**config.mk**
```make
export PLATFORM = sky130hd
export DESIGN_NAME = crtl_engine
export DESIGN_NICKNAME = d
export VERILOG_FILES = /design/src/rtl/crtl_pkg.sv /design/src/rtl/crtl_engine.sv
export SDC_FILE = /design/constraint.sdc
export NUM_CORES = 1
export LEC_CHECK = 0
export BUFFER_PORTS_ARGS = -buffer_cell sky130_fd_sc_hd__buf_2
export CAP_MARGIN = 10
export CORE_MARGIN = 3
export CORE_UTILIZATION = 56
export CTS_CLUSTER_DIAMETER = 30
export DETAILED_ROUTE_END_ITERATION = 8
export GPL_ROUTABILITY_DRIVEN = 0
export PLACE_DENSITY = 0.88
export REMOVE_ABC_BUFFERS = 1
export SLEW_MARGIN = 20
export SYNTH_ARGS = -nofsm -noshare
export SYNTH_HDL_FRONTEND = slang
export SYNTH_SLANG_ARGS = --single-unit
```
**constraint.sdc**
```tcl
create_clock -name clock -period 9.39 [get_ports clock]
set_input_delay 1.878 -clock clock [delete_from_list [all_inputs] [get_ports clock]]
set_output_delay 1.878 -clock clock [all_outputs]
set_load 0.02 [all_outputs]
```
**src/rtl/crtl_pkg.sv**
```systemverilog
// crtl_pkg: shared types and constants of the case run table lookup.
// Used by crtl_engine, case_run_table_lookup and the testbench; depends on nothing.

package crtl_pkg;

   // field widths fixed by the item format
   localparam int CODE_W  = 21;
   localparam int DELTA_W = 17;
   localparam int INDEX_W = 9;
   localparam int COUNT_W = 10;
   localparam int SUM_W   = CODE_W + 2;

   localparam int REQ_TDATA_W = 96;
   localparam int REQ_TUSER_W = 2;
   localparam int RSP_TDATA_W = 24;
   localparam int RSP_TUSER_W = 2;

   // last valid Unicode scalar
   localparam logic [CODE_W-1:0] CODE_MAX = 21'h10FFFF;

   // operation codes carried in req_tuser[0]
   localparam logic FUNC_LOAD  = 1'b0;
   localparam logic FUNC_QUERY = 1'b1;

   // table selector carried in req_tuser[1]
   localparam logic TABLE_UPPER = 1'b0;
   localparam logic TABLE_LOWER = 1'b1;

   // configuration register indexes
   localparam logic CSR_UPPER_COUNT = 1'b0;
   localparam logic CSR_LOWER_COUNT = 1'b1;

   // one stored run, 60 bits
   typedef struct packed {
      logic [CODE_W-1:0]         first;
      logic [CODE_W-1:0]         last;
      logic                      alt;
      logic signed [DELTA_W-1:0] delta;
   } run_entry_type;

   // one input beat, unpacked
   typedef struct packed {
      logic                      func;
      logic                      table_sel;
      logic [INDEX_W-1:0]        entry_index;
      logic [CODE_W-1:0]         run_start;
      logic [CODE_W-1:0]         run_end;
      logic                      every_other;
      logic signed [DELTA_W-1:0] run_delta;
      logic [CODE_W-1:0]         code_point;
   } req_item_type;

   // one result beat, unpacked
   typedef struct packed {
      logic [CODE_W-1:0] mapped_code;
      logic              was_mapped;
      logic              range_error;
   } rsp_item_type;

endpackage

```
**src/rtl/crtl_engine.sv**
```systemverilog
// crtl_engine: load writes and binary search sequencer over the run memory.
// Depends on crtl_pkg; drives the port of one crtl_ram instance.

module crtl_engine
   import crtl_pkg::*;
#(
   parameter int RUNS_PER_TABLE = 512,
   parameter int MEM_AW         = $clog2(2 * RUNS_PER_TABLE)
) (
   input  logic                clock,
   input  logic                reset,
   input  logic [COUNT_W-1:0]  upper_count,
   input  logic [COUNT_W-1:0]  lower_count,
   input  logic                item_valid,
   output logic                item_ready,
   input  req_item_type        item,
   output logic                res_valid,
   input  logic                res_ready,
   output rsp_item_type        res,
   output logic                ram_we,
   output logic [MEM_AW-1:0]   ram_addr,
   output run_entry_type       ram_wdata,
   input  run_entry_type       ram_rdata
);

   // lo/hi bounds must hold the run count itself
   localparam int CW = $clog2(RUNS_PER_TABLE + 1);

   localparam logic [1:0] ST_IDLE = 2'd0;
   localparam logic [1:0] ST_EVAL = 2'd1;
   localparam logic [1:0] ST_DONE = 2'd2;

   logic [1:0]        state_ff, state_in;
   logic [CW-1:0]     lo_ff, lo_in;
   logic [CW-1:0]     hi_ff, hi_in;
   logic [CW-1:0]     mid_ff, mid_in;
   logic [CODE_W-1:0] cp_ff, cp_in;
   logic [MEM_AW-1:0] base_ff, base_in;
   rsp_item_type      res_ff, res_in;

   logic [COUNT_W-1:0] sel_count;
   logic [CW-1:0]      sat_count;
   logic [MEM_AW-1:0]  item_base;
   logic               accept;
   logic               slot_ok;

   logic               below, above, parity_ok;
   logic signed [SUM_W-1:0] sum;
   logic               sum_err;
   logic [CW-1:0]      lo_r, mid_r, mid_l;
   logic               cont_r, cont_l;

   function automatic logic [CW-1:0] midpoint(input logic [CW-1:0] a, input logic [CW-1:0] b);
      logic [CW:0] s;
      s = {1'b0, a} + {1'b0, b};
      return s[CW:1];
   endfunction

   // count of the chosen table, saturated to the table size
   always_comb begin
      sel_count = (item.table_sel == TABLE_LOWER) ? lower_count : upper_count;
      if (32'(sel_count) > 32'(RUNS_PER_TABLE)) begin
         sat_count = CW'(RUNS_PER_TABLE);
      end else begin
         sat_count = CW'(sel_count);
      end
      item_base = (item.table_sel == TABLE_LOWER) ? MEM_AW'(RUNS_PER_TABLE) : '0;
      accept    = item_valid && item_ready;
      slot_ok   = 32'(item.entry_index) < 32'(RUNS_PER_TABLE);
   end

   // probe evaluation; both next midpoints are formed beside the compare
   always_comb begin
      below     = cp_ff < ram_rdata.first;
      above     = cp_ff > ram_rdata.last;
      parity_ok = !ram_rdata.alt || (cp_ff[0] == ram_rdata.first[0]);
      sum       = $signed({2'b00, cp_ff})
                + $signed({{(SUM_W - DELTA_W){ram_rdata.delta[DELTA_W-1]}}, ram_rdata.delta});
      sum_err   = sum[SUM_W-1] || (sum[SUM_W-2:0] > {1'b0, CODE_MAX});
      lo_r      = mid_ff + CW'(1);
      mid_r     = midpoint(lo_r, hi_ff);
      cont_r    = lo_r < hi_ff;
      mid_l     = midpoint(lo_ff, mid_ff);
      cont_l    = lo_ff < mid_ff;
   end

   // sequencer: loads write at accept, queries probe once per cycle
   always_comb begin
      state_in  = state_ff;
      lo_in     = lo_ff;
      hi_in     = hi_ff;
      mid_in    = mid_ff;
      cp_in     = cp_ff;
      base_in   = base_ff;
      res_in    = res_ff;
      ram_we    = 1'b0;
      ram_addr  = base_ff + MEM_AW'(mid_ff);
      ram_wdata.first = item.run_start;
      ram_wdata.last  = item.run_end;
      ram_wdata.alt   = item.every_other;
      ram_wdata.delta = item.run_delta;

      case (state_ff)
         ST_IDLE: begin
            if (item.func == FUNC_LOAD) begin
               ram_addr = item_base + MEM_AW'(item.entry_index);
               ram_we   = accept && slot_ok;
            end else begin
               ram_addr = item_base + MEM_AW'(sat_count >> 1);
               if (accept) begin
                  cp_in   = item.code_point;
                  base_in = item_base;
                  lo_in   = '0;
                  hi_in   = sat_count;
                  mid_in  = sat_count >> 1;
                  res_in.mapped_code = item.code_point;
                  res_in.was_mapped  = 1'b0;
                  res_in.range_error = 1'b0;
                  state_in = (sat_count == '0) ? ST_DONE : ST_EVAL;
               end
            end
         end
         ST_EVAL: begin
            res_in.mapped_code = cp_ff;
            res_in.was_mapped  = 1'b0;
            res_in.range_error = 1'b0;
            if (below) begin
               hi_in    = mid_ff;
               mid_in   = mid_l;
               ram_addr = base_ff + MEM_AW'(mid_l);
               state_in = cont_l ? ST_EVAL : ST_DONE;
            end else if (above) begin
               lo_in    = lo_r;
               mid_in   = mid_r;
               ram_addr = base_ff + MEM_AW'(mid_r);
               state_in = cont_r ? ST_EVAL : ST_DONE;
            end else begin
               // inside the run: wrong parity or out-of-range sum leaves cp as is
               if (parity_ok) begin
                  if (sum_err) begin
                     res_in.range_error = 1'b1;
                  end else begin
                     res_in.mapped_code = sum[CODE_W-1:0];
                     res_in.was_mapped  = 1'b1;
                  end
               end
               state_in = ST_DONE;
            end
         end
         ST_DONE: begin
            if (res_ready) begin
               state_in = ST_IDLE;
            end
         end
         default: begin
            state_in = ST_IDLE;
         end
      endcase
   end

   always_ff @(posedge clock) begin
      if (reset) begin
         state_ff <= ST_IDLE;
      end else begin
         state_ff <= state_in;
      end
      lo_ff   <= lo_in;
      hi_ff   <= hi_in;
      mid_ff  <= mid_in;
      cp_ff   <= cp_in;
      base_ff <= base_in;
      res_ff  <= res_in;
   end

   assign item_ready = (state_ff == ST_IDLE);
   assign res_valid  = (state_ff == ST_DONE);
   assign res        = res_ff;

endmodule

```
## Yosys cells after proc, flatten, opt, wreduce, memory -nomap -nowiden

Cells that the tools add are included.

| cells by class | value |
|---|---|
| equality and inequality tests | 10 |
| reduce and logical (&&, ||, !) cells | 13 |
| mux-type cells | 40 |
| $add $sub $neg | 9 |
| magnitude comparators | 6 |

Operator list:

| cell | number |
|---|---|
| $mux W10 | 17 |
| $mux W23 | 5 |
| $pmux W10 S2 | 4 |
| $pmux W23 S2 | 1 |
| $add A10 B10 Y10 | 3 |
| $add A22 B17 Y23 | 1 |
| $add A10 B10 Y11 | 2 |
| $gt A22 B21 Y1 const B | 1 |
| $mux W22 | 1 |
| $gt A21 B21 Y1 | 1 |
| $lt A21 B21 Y1 | 1 |
| $add A10 B9 Y10 | 2 |
| $lt A10 B10 Y1 | 2 |
| $mux W2 | 8 |
| $add A10 B1 Y10 const B | 1 |
| $gt A10 B10 Y1 const B | 1 |
| $logic_not A10 Y1 | 1 |
| $reduce_and A3 Y1 | 3 |
| $reduce_and A4 Y1 | 2 |
| $ne A2 B1 Y1 const B | 3 |
| $ne A2 B2 Y1 const B | 3 |
| $pmux W2 S3 | 1 |
| $reduce_and A5 Y1 | 1 |
| $mux W1 | 3 |
| other kinds (9) | 10 |

| word-level totals | value |
|---|---|
| register bits | 86 |
| bits of input ports | 176 |
| output and inout bits | 96 |
| word-level logic and storage cells | 87 |

## Logic depth before layout (Yosys ltp)

| depth | value |
|---|---|
| word-level depth | 8 |
| mapped depth | 14 |
| gate-level depth less buffers | 13 |

## Least setup slack after synthesis

Ideal clock, no wire load.

| timing | value |
|---|---|
| kind | input to output |
| from | input ram_rdata[36] in the netlist's numbering |
| to | output ram_addr[9] |
| path buffers | 1 |
| data required time | 7512 ps |
| data arrival time | 4528 ps |
| stages | 12 |
| path slack | 2984 ps |
| path through | inv_1 > ha_1 > a21o_1 > a21o_1 > a21oi_1 > a21bo_2 > o31a_1 > clkbuf_1 > mux2_2 > mux2i_1 > xor2_1 > a221oi_1 |

| on the way | value |
|---|---|
| cells in the longest elaborated chain, start to end | 4 |

Ends and longest elaborated chain:

| item | RTL line | text |
|---|---|---|
| from (decl) | crtl_engine.sv:23 | `input run_entry_type ram_rdata` |
| $gt A21 B21 Y1 | crtl_engine.sv:75 | `above = cp_ff > ram_rdata.last;` |
| $mux W10 | crtl_engine.sv:132 | `end else if (above) begin` |
| $mux W10 | crtl_engine.sv:127 | `if (below) begin` |
| $pmux W10 S2 | crtl_engine.sv:103 | `case (state_ff)` |
| to (decl) | crtl_engine.sv:21 | `output logic [MEM_AW-1:0] ram_addr,` |

No other way between the ends.

## Final worst setup path

| timing | value |
|---|---|
| from | input ram_rdata[34] in the netlist's numbering |
| to | output ram_addr[9] |

The elaborated chain is that of the path after synthesis.

==> results <==
- Adding up every negative setup slack in the final design gives 0 ns.
- The hold path endpoint is hi_ff[5].
- The tree built by TritonCTS fans out to 77 sinks.
- Entering global routing, the biggest net connects 62 pins.
- The via count of the first global-routing pass came to 7044.
- Summed over its instances, the top area cell type makes up 28.1% of the synthesized netlist area.
- Summed over all cells, the static leakage comes to 4.07 nW.
- In the final routed layout, each cell accounts on average for 23.8 µm.
- The signal on the critical path passes through buf_2 -> inv_1 -> ha_1 -> nand4_1 -> nor3_1 -> a21bo_2 -> o31a_1 -> mux2_2 -> mux2i_1 -> xor2_1 -> a221oi_1 -> buf_2.
- The residual antenna-violating net count after detailed routing is 0.
- The share of synthesized area spent on multiplexers is 2.91%.
- The first global-routing pass estimated 41.5 mm of wire.
- The largest stage delay on the critical path is 0.60 ns.
- The number of warnings reported in the yosys synthesis log is 0.
- The flow ran to the end, and the final reports show no timing, DRC or antenna violations.
- The clock latency on the worst-skew pair is 0.36 ns.
- The power density over the cells is 156 mW/mm².
- The setup fix buffers added after clock tree synthesis is 0.
- For the pin with the worst max-slew slack, the measured transition is 1.08 ns.
- The most used flip-flop cell after synthesis is sky130_fd_sc_hd__edfxtp_1.
- The tree is rooted in a sky130_fd_sc_hd__clkbuf_16.
- Summing the areas of all compound-gate instances in the mapped netlist gives 20.9% of the synthesized area.
- The shortest period the worst path allows is 6.73 ns.
- STA classifies the critical path startpoint as an input pin.
- The initial antenna violation count came to 0.
- Of the synthesized area, sequential elements account for 28.6%.
- Once placement completed, the tool counted placed cells totaling 1169.
- The clock slew at the register clock pins of the worst setup and hold paths is 0.06 ns.
- Data on the critical path is required at its endpoint by 7.51 ns.
- The H-tree depth reported by CTS is 3.
- The region available for standard cell placement spans 0.0139 mm².
- Of all nets on the critical path, the largest fanout is 13.
- Wires add up to 28.2 mm.
- The number of cells on the worst hold path is 2.
- The post-route non-filler standard cell count is 1186.
- The global-route met3 utilization is 20.7%.
- On the critical path, the stage with the largest delay is an instance of sky130_fd_sc_hd__o31a_1.
- The number of max-slew violations in the final report was 0.
- The die is 126 µm wide.
- In this run the tool buffered the top-level ports with 151 buffer cells.
- The worst setup path is of the input pin to output port kind.
- For this run, global-route usage on met2 was measured as 52.4%.
- For this run, the post-layout net count is 1283.
- In the synthesized netlist, the cells that appear most often are sky130_fd_sc_hd__ha_1, sky130_fd_sc_hd__inv_1, sky130_fd_sc_hd__edfxtp_1.
- The post-route fraction of the period consumed by the critical path is 71.6%.
- Across all hold checks on the routed design, the worst slack comes to 0.723 ns.
- The origin of the worst min-delay path is mid_ff[5].
- The number of hold buffers added after CTS was 0.
- Headroom to the max-slew limit came out at 28.2%.
- The height of the chip is 126 µm.
- The initialized floorplan defines 43 standard-cell rows.
- Compared with the post-synthesis result, the final layout area differs by 10.0%.
- The setup clock skew after layout is 0.00885 ns.
- The nature of the critical path endpoint is an output port.
- For this block, the initial DRC count from the detailed router was 897.
- The area of the die is 0.0158 mm².
- The setup-violating endpoint count in the final report is 0.
- Of the cells placed in the final design, the portion with a size suffix greater than 1 is 20.7%.
- The main combinational cell family by area after synthesis is compound AO/OA/AOI/OAI gates.
- For met1 alone, demand over resource in global routing was 40.5%.
- The total overflow left after global routing is 0.
- The mean number of vias per cell is 6.32.
- The synthesized netlist occupies a cell area of 0.00801 mm².
- The data arrival time of the critical path is 4.85 ns.
- Setup repair after global routing left no endpoint under its margin.
- 272 I/O pins were placed.
- The total iterations of the first detailed-routing run is 7.
- The class of the tightest hold or removal check is flip-flop to flip-flop.
- The share of synthesized cell area in and, or, nand and nor gates is 14.9%.
- The vias after detailed routing is 7500.
- Static timing analysis puts the maximum clock frequency at 149 MHz.
- The CTS buffer count is 9.
- The reg2reg setup slack is 5.21 ns.
- The number of enable-type register cells in the synthesized netlist is 75.
- Synthesis instantiated 78 different standard cells from the library.
- The smallest setup slack after layout is 2.66 ns.
- Sorting the synthesized cells by area gives the leading types as sky130_fd_sc_hd__edfxtp_1, sky130_fd_sc_hd__ha_1, sky130_fd_sc_hd__buf_4, sky130_fd_sc_hd__inv_1, sky130_fd_sc_hd__o21ai_0.
- After synthesis the netlist holds a flip-flop and latch count of 77.
- met2 is the most crowded layer.
- The post-synthesis instance total is 917.
- After detailed routing, the number of remaining DRC violations is 0.
- sky130_fd_sc_hd__ha_1 is the most common cell in the netlist.
- The async set-or-reset flop fraction in the synthesized netlist is 0%.
- The number of cell instances on the worst register-to-register path is 10.
- The reg-to-reg critical path endpoint is res[3].
- Once the clock tree was built, the resizer swapped 0 gates to a different size.
- The startpoint of the worst-slack reg-to-reg timing path is cp_ff[5].
- The adder-cell share of the synthesized area is 16.8%.
- The starting utilization of the core area is 57.5%.
- TritonCTS built the clock tree.
- The total count of hold-check failures in the final report is 0.
- Global routing consumed, over all layers together, 34.9% of the routing resources.
- Before CTS, the worst setup slack after placement is 2.71 ns.
- sky130_fd_sc_hd__edfxtp_1 takes more of the synthesized area than any other cell.
- The buffer depth of the longest clock path is 2.
- Across the VDD grid, the largest voltage drop is 0.000100 V.
- The max-capacitance violation count is 0.
- The mean cell area of the mapped netlist is 8.74 µm².
- After Yosys synthesis, XOR and XNOR cells account for 4.59% of the synthesized area.
- The half-perimeter wire length of the detailed placement result is 22.4 mm.
- The most used cell along the critical path is sky130_fd_sc_hd__buf_2.
- 0 antenna diodes ended up in the layout.
per-layer routing:
| metal | vias to the layer above | routed length [µm] | share of wire [%] |
|---|---|---|---|
| li1 | 3433 | - | - |
| met1 | 3459 | 9940 | 35 |
| met2 | 519 | 12200 | 43 |
| met3 | 85 | 4780 | 17 |
| met4 | 4 | 1160 | 4.1 |
| met5 | - | 117 | 0.42 |
sequential cells by signal, indices dropped and copies added (netlist names):
signal    cells
res          23
cp_ff        21
hi_ff        10
lo_ff        10
mid_ff       10
state_ff      2
base_ff       1
per-stage QoR:
step           total power [mW]  area, µm²  utilization (%)
3_5_place_dp              0.982       8490             61.0
4_1_cts                    1.36       8800             63.2
6_report                   1.37       8810             63.2
3_3_place_gp              0.968       8490             61.0
5_1_grt                    1.44       8810             63.2
2_1_floorplan             0.819       7440                -
power by group:
group | internal, mW | leakage, nW | switching (mW) | total, mW
Clock | 0.230 | 0.151 | 0.143 | 0.373
Sequential | 0.422 | 0.735 | 0.0289 | 0.451
Combinational | 0.214 | 3.18 | 0.333 | 0.547
how the worst max path moves through the flow:
| stage | startpoint | to | cells past startpoint |
|---|---|---|---|
| after CTS | ram_rdata[34] | ram_addr[9] | 12 |
| final | ram_rdata[34] | ram_addr[9] | 12 |
| after global placement | ram_rdata[34] | ram_addr[9] | 12 |
| after detailed placement | ram_rdata[34] | ram_addr[9] | 12 |
| after floorplan | ram_rdata[41] | ram_addr[9] | 11 |
| after global routing | ram_rdata[34] | ram_addr[9] | 12 |
critical path: cells and delay by family:
family	cells	cell delay [ns]
muxes	2	0.58
adders and majority gates	1	0.28
AOI/OAI and AO/OA	3	1.10
and+or+nand+nor	2	0.55
buffers and inverters	3	0.35
xor gates and xnor gates	1	0.09
logic make-up after synthesis:
family,count (synthesis)
simple gates,245
xor+xnor,42
mux,22
compound gates,249
fa+ha+maj,106
buf+inv,176
flops,77
cell type report:
type                    count  area (µm²)
clock buffers              10         229
clock inverters             6        77.6
fillers                  1139        5120
inverters                  88         330
multi-input cells         664        4830
flip-flops and latches     77        2290
well taps                 180         225
repair buffers            161         831
cell usage in the layout, fill, tap and decap left out, drive strengths merged, types with 5 or more instances in the layout:
cell and instances:
a211oi 6, a21o 26, a21oi 59, a22oi 5, a31oi 19, and2 9, and3 6, buf 161
clkbuf 10, edfxtp 75, ha 103, inv 88, mux2 10, mux2i 12, nand2 64, nand2b 9
nand3 23, nand4 14, nor2 67, nor2b 7, nor3 20, o211ai 13, o21ai 60, o21bai 11
o311ai 5, or4 5, xnor2 33, xor2 9
(Power assumes the default switching activity.)
